==> src/rtl/core/cnlc_pkg.sv <==
package cnlc_pkg;

    localparam int BIN_W     = 64;
    localparam int NUM_DIGITS = 20;
    localparam int BCD_W     = 4 * NUM_DIGITS;
    localparam int BIT_CNT_W = $clog2(BIN_W);
    localparam int COUNT_W   = 5;

    localparam logic [1:0] CLASS_INVALID = 2'd0;
    localparam logic [1:0] CLASS_LEAD4   = 2'd1;
    localparam logic [1:0] CLASS_P34_37  = 2'd2;
    localparam logic [1:0] CLASS_P51_55  = 2'd3;

    localparam logic [COUNT_W-1:0] LEN_13 = 5'd13;
    localparam logic [COUNT_W-1:0] LEN_15 = 5'd15;
    localparam logic [COUNT_W-1:0] LEN_16 = 5'd16;

    typedef struct packed {
        logic load;
        logic conv_step;
        logic scan_step;
    } cnlc_cmd_t;

    typedef struct packed {
        logic last_digit;
    } cnlc_status_t;

endpackage

==> src/rtl/core/cnlc_ctrl.sv <==
module cnlc_ctrl
    import cnlc_pkg::*;
(
    input  logic         clk,
    input  logic         rst_n,
    input  logic         start,
    input  cnlc_status_t status,
    output cnlc_cmd_t    cmd,
    output logic         busy,
    output logic         done
);

    typedef enum logic [1:0] {
        ST_IDLE,
        ST_CONV,
        ST_SCAN,
        ST_DONE
    } state_t;

    state_t               state_reg;
    logic [BIT_CNT_W-1:0] bit_cnt_reg;
    logic                 busy_reg;
    logic                 done_reg;

    always_ff @(posedge clk or negedge rst_n)
    begin
        if (!rst_n)
        begin
            state_reg   <= ST_IDLE;
            bit_cnt_reg <= '0;
            busy_reg    <= 1'b0;
            done_reg    <= 1'b0;
        end
        else
        begin
            case (state_reg)
                ST_IDLE:
                begin
                    done_reg <= 1'b0;
                    if (start)
                    begin
                        state_reg   <= ST_CONV;
                        bit_cnt_reg <= '0;
                        busy_reg    <= 1'b1;
                    end
                end
                ST_CONV:
                begin
                    bit_cnt_reg <= bit_cnt_reg + 1'b1;
                    if (bit_cnt_reg == BIT_CNT_W'(BIN_W - 1))
                    begin
                        state_reg <= ST_SCAN;
                    end
                end
                ST_SCAN:
                begin
                    if (status.last_digit)
                    begin
                        state_reg <= ST_DONE;
                        done_reg  <= 1'b1;
                    end
                end
                ST_DONE:
                begin
                    state_reg <= ST_IDLE;
                    done_reg  <= 1'b0;
                    busy_reg  <= 1'b0;
                end
                default:
                begin
                    state_reg <= ST_IDLE;
                    done_reg  <= 1'b0;
                    busy_reg  <= 1'b0;
                end
            endcase
        end
    end

    always_comb
    begin
        cmd.load      = (state_reg == ST_IDLE) && start;
        cmd.conv_step = (state_reg == ST_CONV);
        cmd.scan_step = (state_reg == ST_SCAN);
    end

    assign busy = busy_reg;
    assign done = done_reg;

endmodule

==> src/rtl/core/cnlc_datapath.sv <==
module cnlc_datapath
    import cnlc_pkg::*;
(
    input  logic               clk,
    input  cnlc_cmd_t          cmd,
    input  logic [BIN_W-1:0]   card_number,
    output cnlc_status_t       status,
    output logic [1:0]         card_class,
    output logic [COUNT_W-1:0] digit_count,
    output logic               checksum_ok
);

    logic [BIN_W-1:0]   bin_reg;
    logic [BCD_W-1:0]   bcd_reg;
    logic [COUNT_W-1:0] count_reg;
    logic [3:0]         sum_reg;
    logic [3:0]         top_reg;
    logic [3:0]         second_reg;

    logic [BCD_W-1:0]   bcd_adj;
    logic [3:0]         digit;
    logic [4:0]         dbl;
    logic [3:0]         term;
    logic [4:0]         sum_raw;
    logic [3:0]         sum_next;

    // add three to every digit of five or more before the shift
    always_comb
    begin
        for (int i = 0; i < NUM_DIGITS; i++)
        begin
            if (bcd_reg[4*i +: 4] >= 4'd5)
            begin
                bcd_adj[4*i +: 4] = bcd_reg[4*i +: 4] + 4'd3;
            end
            else
            begin
                bcd_adj[4*i +: 4] = bcd_reg[4*i +: 4];
            end
        end
    end

    always_comb
    begin
        digit = bcd_reg[3:0];
        dbl   = {digit, 1'b0};
        if (!count_reg[0])
        begin
            term = digit;
        end
        else if (dbl > 5'd9)
        begin
            term = 4'(dbl - 5'd9);
        end
        else
        begin
            term = dbl[3:0];
        end
        sum_raw = {1'b0, sum_reg} + {1'b0, term};
        if (sum_raw >= 5'd10)
        begin
            sum_next = 4'(sum_raw - 5'd10);
        end
        else
        begin
            sum_next = sum_raw[3:0];
        end
    end

    always_ff @(posedge clk)
    begin
        if (cmd.load)
        begin
            bin_reg    <= card_number;
            bcd_reg    <= '0;
            count_reg  <= '0;
            sum_reg    <= '0;
            top_reg    <= '0;
            second_reg <= '0;
        end
        else if (cmd.conv_step)
        begin
            {bcd_reg, bin_reg} <= {bcd_adj[BCD_W-2:0], bin_reg, 1'b0};
        end
        else if (cmd.scan_step)
        begin
            bcd_reg    <= {4'd0, bcd_reg[BCD_W-1:4]};
            count_reg  <= count_reg + 1'b1;
            sum_reg    <= sum_next;
            top_reg    <= digit;
            second_reg <= top_reg;
        end
    end

    assign status.last_digit = (bcd_reg[BCD_W-1:4] == '0);

    always_comb
    begin
        card_class = CLASS_INVALID;
        if ((count_reg == LEN_13 || count_reg == LEN_16) && top_reg == 4'd4)
        begin
            card_class = CLASS_LEAD4;
        end
        else if (count_reg == LEN_15 && top_reg == 4'd3
                 && (second_reg == 4'd4 || second_reg == 4'd7))
        begin
            card_class = CLASS_P34_37;
        end
        else if (count_reg == LEN_16 && top_reg == 4'd5
                 && second_reg >= 4'd1 && second_reg <= 4'd5)
        begin
            card_class = CLASS_P51_55;
        end
    end

    assign digit_count = count_reg;
    assign checksum_ok = (sum_reg == 4'd0);

endmodule

==> src/rtl/core/card_number_luhn_classifier.sv <==
// Sequence: after the accepting edge the binary card number is converted to BCD, one bit a
// cycle, then its N digits (N the digit count, 1 to 20) are scanned one digit a cycle; then done rises.
// A new card number is taken only when idle; busy stays high until the strobe cycle has passed.
// The results are valid for the single cycle in which done is high; the receiver cannot stall.
// Reset: rst_n, asynchronous and active low, returns the controller to idle with busy and
// done low.
module card_number_luhn_classifier
    import cnlc_pkg::*;
(
    input  logic               clk,
    input  logic               rst_n,
    input  logic               start,
    input  logic [BIN_W-1:0]   card_number,
    output logic               busy,
    output logic               done,
    output logic [1:0]         card_class,
    output logic [COUNT_W-1:0] digit_count,
    output logic               checksum_ok
);

    cnlc_cmd_t    cmd;
    cnlc_status_t status;

    cnlc_ctrl u_ctrl (
        .clk    (clk),
        .rst_n  (rst_n),
        .start  (start),
        .status (status),
        .cmd    (cmd),
        .busy   (busy),
        .done   (done)
    );

    cnlc_datapath u_datapath (
        .clk         (clk),
        .cmd         (cmd),
        .card_number (card_number),
        .status      (status),
        .card_class  (card_class),
        .digit_count (digit_count),
        .checksum_ok (checksum_ok)
    );

endmodule
==> config.mk <==
export PLATFORM = sky130hd
export DESIGN_NAME = card_number_luhn_classifier
export DESIGN_NICKNAME = d
export VERILOG_FILES = /design/src/rtl/core/cnlc_pkg.sv /design/src/rtl/core/cnlc_ctrl.sv /design/src/rtl/core/cnlc_datapath.sv /design/src/rtl/core/card_number_luhn_classifier.sv
export SDC_FILE = /design/constraint.sdc
export NUM_CORES = 1
export LEC_CHECK = 0
export BUFFER_PORTS_ARGS = -buffer_cell sky130_fd_sc_hd__buf_2
export CORE_MARGIN = 2
export CORE_UTILIZATION = 56
export DETAILED_ROUTE_END_ITERATION = 10
export GPL_ROUTABILITY_DRIVEN = 0
export PLACE_DENSITY = 0.85
export SYNTH_ARGS = -nofsm -noshare
export SYNTH_HDL_FRONTEND = slang
export SYNTH_SLANG_ARGS = --single-unit
export TNS_END_PERCENT = 100
==> constraint.sdc <==
create_clock -name clk -period 7.3 [get_ports clk]
set_clock_uncertainty 0.05 [all_clocks]
set_input_delay 0 -clock clk [delete_from_list [all_inputs] [get_ports clk]]
set_output_delay 0 -clock clk [all_outputs]
set_load 0.05 [all_outputs]
# Word-level counts from Yosys, hierarchy flattened
# Cells that the tools add are included.
# classes
muxes,40
magnitude_cmp,24
n_bitwise,1
add_sub_neg,25
n_reduce_logical,23
eq_ne,15
# ops
cell,count
$mux 80,2
$mux 64,2
$mux 4,22
$ge 4x3->1 const B,20
$add 4x2->4 const B,19
$logic_not 76->1,1
$eq 4x3->1 const B,4
$mux 2,6
$pmux 6 s2,1
$eq 5x4->1 const B,2
$reduce_bool 2->1,5
$pmux 2 s4,1
$reduce_and 2->1,4
$sub 4x4->4 const B,2
$logic_and 1x1->1,7
$add 6x1->6 const B,1
$eq 6x6->1 const B,1
$mux 6,1
$add 4x4->5,1
$add 5x1->5 const B,1
$eq 5x5->1 const B,1
$ge 5x4->1 const B,1
$gt 5x4->1 const B,1
$eq 2x2->1 const B,2
other kinds (16),20
# word_totals
elab_cells,138
register_bits,171

# Depth between registers and ports, before layout
# logic_depth
ltp_word,7
ltp_mapped,16

# Modules after synthesis
# Synthesis repeated with hierarchy kept, for this count alone.
# hier_totals
hier_cells,998
hier_area_um2,9728.1
# by_module_without_submodules
mod,instances,area_each_um2,seq_area_each_um2,cells_each
cnlc_datapath,1,9161.3,3863.7,941
cnlc_ctrl,1,566.8,250.2,57

# Least setup slack after synthesis
# OpenSTA, ideal clock, no wires.
# synth_timing
kind,reg-to-reg
start,reg u_ctrl.state_reg[0]
end,reg u_datapath.bin_reg[0] (enable)
slack_ns,3.950
setup_ns,0.688
stages_incl_launch_ff,8
period_less_slack_ns,3.350
t_arrival_ns,2.612
path_buffers,3
path_cell_list,dfrtp_1 > inv_1 > ha_1 > clkbuf_1 > nand2_1 > clkbuf_1 > buf_1 > nand2_1
# synth_via
elab_chain_cells,3
elab_cells_between_ends,4
# synth_lines
element,line,text
"start, declared",cnlc_ctrl.sv:20,state_t state_reg;
"start signal, assigned",cnlc_ctrl.sv:29,state_reg <= ST_IDLE;
"start signal, assigned",cnlc_ctrl.sv:42,state_reg <= ST_CONV;
"start signal, assigned",cnlc_ctrl.sv:52,state_reg <= ST_SCAN;
$logic_not 2->1,cnlc_ctrl.sv:81,cmd.load = (state_reg == ST_IDLE) && start;
$logic_and 1x1->1,cnlc_ctrl.sv:81,
$reduce_bool 2->1 (no source line) (*),--,
"end signal, assigned",cnlc_datapath.sv:74,bin_reg <= card_number;
"end signal, assigned",cnlc_datapath.sv:83,"{bcd_reg, bin_reg} <= {bcd_adj[BCD_W-2:0], bin_reg, 1'b0};"
"end, declared",cnlc_datapath.sv:13,logic [BIN_W-1:0] bin_reg;
# Every way passes the cells marked *; elsewhere a longest branch is shown, timed or not.
# A chain may end at the register's enable or synchronous reset.

# Final worst setup path
# layout_timing
start,reg u_datapath.bcd_reg[0]
end,reg u_datapath.sum_reg[1]
# layout_via
elab_chain_cells,6
elab_cells_between_ends,8
# layout_lines
element,line,text
"start, declared",cnlc_datapath.sv:14,logic [BCD_W-1:0] bcd_reg;
"start signal, assigned",cnlc_datapath.sv:83,
"start signal, assigned",cnlc_datapath.sv:87,"bcd_reg <= {4'd0, bcd_reg[BCD_W-1:4]};"
$sub 4x4->4 / $gt 5x4->1 (equally long branches),"cnlc_datapath.sv:53, cnlc_datapath.sv:51",
$mux 4,cnlc_datapath.sv:51,else if (dbl > 5'd9)
$mux 4 (*),cnlc_datapath.sv:47,if (!count_reg[0])
$add 4x4->5 (*),cnlc_datapath.sv:59,"sum_raw = {1'b0, sum_reg} + {1'b0, term};"
$sub 4x4->4 / $ge 5x4->1 (equally long branches),"cnlc_datapath.sv:62, cnlc_datapath.sv:60",
$mux 4 (*),cnlc_datapath.sv:60,if (sum_raw >= 5'd10)
"end signal, assigned",cnlc_datapath.sv:89,sum_reg <= sum_next;
"end, declared",cnlc_datapath.sv:16,logic [3:0] sum_reg;
# Marked as above.

==> flow_summary.ini <==
[clock_tree]
cts_sinks = 171
tritoncts = done
post_cts_resize_count = 0
cts.root.buffer_cell = clkbuf_16
number_of_clock_buffers_inserted_by_tritoncts = 17
clk_pin_slew_worst_paths_ns = 0.08
clk_path_buf_depth = 2
cts_htree_levels = 4
cts_setup_buffers = 0
holdBufCountCts = 68
clock_insertion_delay_worst_skew_ns = 0.45

[drt]
drcViolationCount = 0
avgRoutedWirePerCell_um = 16.4
firstDrtPassIters = 6
m1WireLength_mm = 10.2
ant_nets = 0
drt_iter0_markers = 768
dr.max_layer_used = met4
route.met3.wl_mm = 1.16
routed_wirelength_mm = 24.7
route.vias.total = 8655
vias_per_inst = 5.77
met2_layer_wire_length_in_the_routed_design_mm = 12.4

[timing]
setup_repair_after_global_routing_missed_its_margin = no
period_share = 0.477
maxSlewHeadroom = 0.282
fin_setup_tns_ns = 0
finalHoldViolations = 0
worst-slew-pin-transition_ns = 1.08
finalCriticalPeriod_ns = 3.48
setup-violations-final = 0
timing.fmax_ghz = 0.287
slew_viol_final = 0

[critical_path]
worst-path-max-fanout = 8
slowest_delay_ns = 0.51
critPathTopFamily = adder cells
worst_setup_path_start_kind = flop
timing.critical_path.mode_cell = inv_1
worst-path-buf-inv = 4
critPathArrivalTime_ns = 3.80
worst_setup_path_class = flop to flop
crit_path_end_kind = flop
worstPathCellList = inv_1, ha_1, inv_1, a21oi_1, a21oi_1, ha_1, inv_1, fa_1, xnor2_1, inv_1, ha_1, o31ai_1, a311o_1, or3_1, a31oi_1
worst_path_slowest_cell = dfxtp_1
critPathRequiredTime_ns = 7.62

[synthesis]
post-synth-top-area-fraction = 0.195
synthesis.yosys.warnings = 0
synthesis.nets = 1300
synthDominantAreaCellType = dfxtp_1
synth_common_cells = nand2_1 (245), nor2_1 (101), a21oi_1 (100)
synth_edf_count = 64
postSynthCellCount = 1160
synth.distinct_cells = 58
synth_flop_cell = dfxtp_1
synth-seq-area-share = 0.413
mappedNetlistArea_um2 = 9970
syn_avg_cell_area_um2 = 8.60
synthMostInstantiatedCell = nand2_1
asyncSetResetFlopFracSynth = 0.0585
ys_top_cells_by_area = dfxtp_1 (19%), edfxtp_1 (19%), nand2_1 (9.2%)
yosys_register_bits = 171

[grt]
grt_antenna_before_repair = 0
grt_start_max_net_pins = 105
global_route_wire_length_before_repair_mm = 39.5
global_route.usage.total = 0.265
grt_overflow_total = 0
first_global_vias = 8057

[layout]
syn2layout_area_growth_pct = 17.6
final_layout_size_suffix_gt1_frac = 0.0989
fin_nets = 1401
largest_register_ffs = 80
antennaDiodeCount = 0
finalInstanceArea_um2 = 11700

[floorplan]
start_util = 0.575
die_h_um = 137
die-area_um2 = 18900
placeableCoreArea_um2 = 17400
top_level_ports = 77
core.rowCount = 48
die_x_um = 137

[power]
p_leak_nw = 5.01
ir_worst_vdd_mv = 0.409
power_per_cell_area_nw_per_um2 = 533

[min_path]
min_path_type = input pin to flop

[place]
place.detailed.hpwl_mm = 13.5
buffer_ports.inserted = 76
detailed_place.area_um2 = 10400

[status]
run_status = completed

[flow_run]
cap_viol_max_count = 0
layout by cell type, fill, tap and decap left out, types with 4 or more instances in the layout:
cell type,Yosys,final
mux2i_1,75,75
clkbuf_16,0,17
xnor2_1,24,24
nand3_1,34,34
a21oi_1,100,100
nand4_1,6,6
nor3b_1,17,17
dlygate4sd3_1,0,68
a211o_1,16,16
inv_8,0,5
dfxtp_1,97,97
nand2b_1,24,24
buf_2,4,76
o21ai_0,28,28
edfxtp_1,64,64
ha_1,72,70
clkinv_8,0,4
dfrtp_1,10,10
nor2_1,101,101
buf_4,0,5
a211oi_1,40,40
inv_1,59,58
nor4_1,8,8
nand2_1,245,243
xor2_1,4,4
o31ai_1,21,21
worst register-to-register path: stages (launching register included):
cell	delay [ns]
dfxtp_1	0.51
inv_1	0.09
ha_1	0.30
inv_1	0.08
a21oi_1	0.10
a21oi_1	0.20
ha_1	0.19
inv_1	0.06
fa_1	0.39
xnor2_1	0.15
inv_1	0.08
ha_1	0.23
o31ai_1	0.12
a311o_1	0.40
or3_1	0.31
a31oi_1	0.15
stage by stage:
step	setup WS, ns	instances	util	power [W]	hold WS, ns
after detailed placement	3.87	1399	0.602	0.00518	-0.178
after CTS	3.85	1499	0.676	0.00614	0.273
after floorplan	3.95	1160	-	0.00450	-0.346
final	3.82	1499	0.676	0.00625	0.293
after global routing	3.50	1499	0.676	0.00673	0.307
after global placement	4.01	1399	0.602	0.00504	-0.179
power breakdown:
group          internal, W  switching [W]  total (W)  leakage (nW)
logic              0.00132        0.00193    0.00325          3.17
clock network     0.000462       0.000468   0.000930         0.285
registers          0.00160       0.000471    0.00207          1.55
total              0.00338        0.00287    0.00625          5.01
metal layers:
metal,global-route usage,up-vias
met3,0.0442,64
met2,0.443,266
li1,-,4208
met5,0,-
met1,0.330,4117
met4,0.131,0
final cells by class:
cell class	instances	area, um2
Clock buffer	17	425
Clock inverter	15	171
Tap cell	225	282
Fill cell	1236	5630
Inverter	60	225
Multi-Input combinational cell	862	5410
Timing Repair Buffer	149	1100
Sequential cell	171	4110
cell families (layout without fill, tap and decap cells):
group | Yosys count | in the layout | share of synthesized area
adders and majority gates | 73 | 73 | 0.0923
xor gates and xnor gates | 28 | 28 | 0.0246
DFF | 171 | 171 | 0.413
and+or+nand+nor | 456 | 456 | 0.202
AOI/OAI and AO/OA | 228 | 228 | 0.143
muxes | 77 | 77 | 0.0775
buffers and inverters | 127 | 241 | 0.0483
path summary, 6_finish.rpt:
check / depth (start not counted) / slack, ns / from / end
setup / recovery: 15 / 3.82 / u_datapath.bcd_reg[0] / u_datapath.sum_reg[1]
hold / removal: 4 / 0.29 / card_number[53] / u_datapath.bin_reg[53]
setup reg to reg: 15 / 3.82 / u_datapath.bcd_reg[0] / u_datapath.sum_reg[1]
hold reg to reg: 2 / 0.45 / u_datapath.digit_count[4] / u_datapath.digit_count[4]
max in group asynchronous: 3 / 6.23 / rst_n / u_ctrl.done
min in group asynchronous: 3 / 0.61 / rst_n / u_ctrl.busy
(Power assumes the default switching activity.)
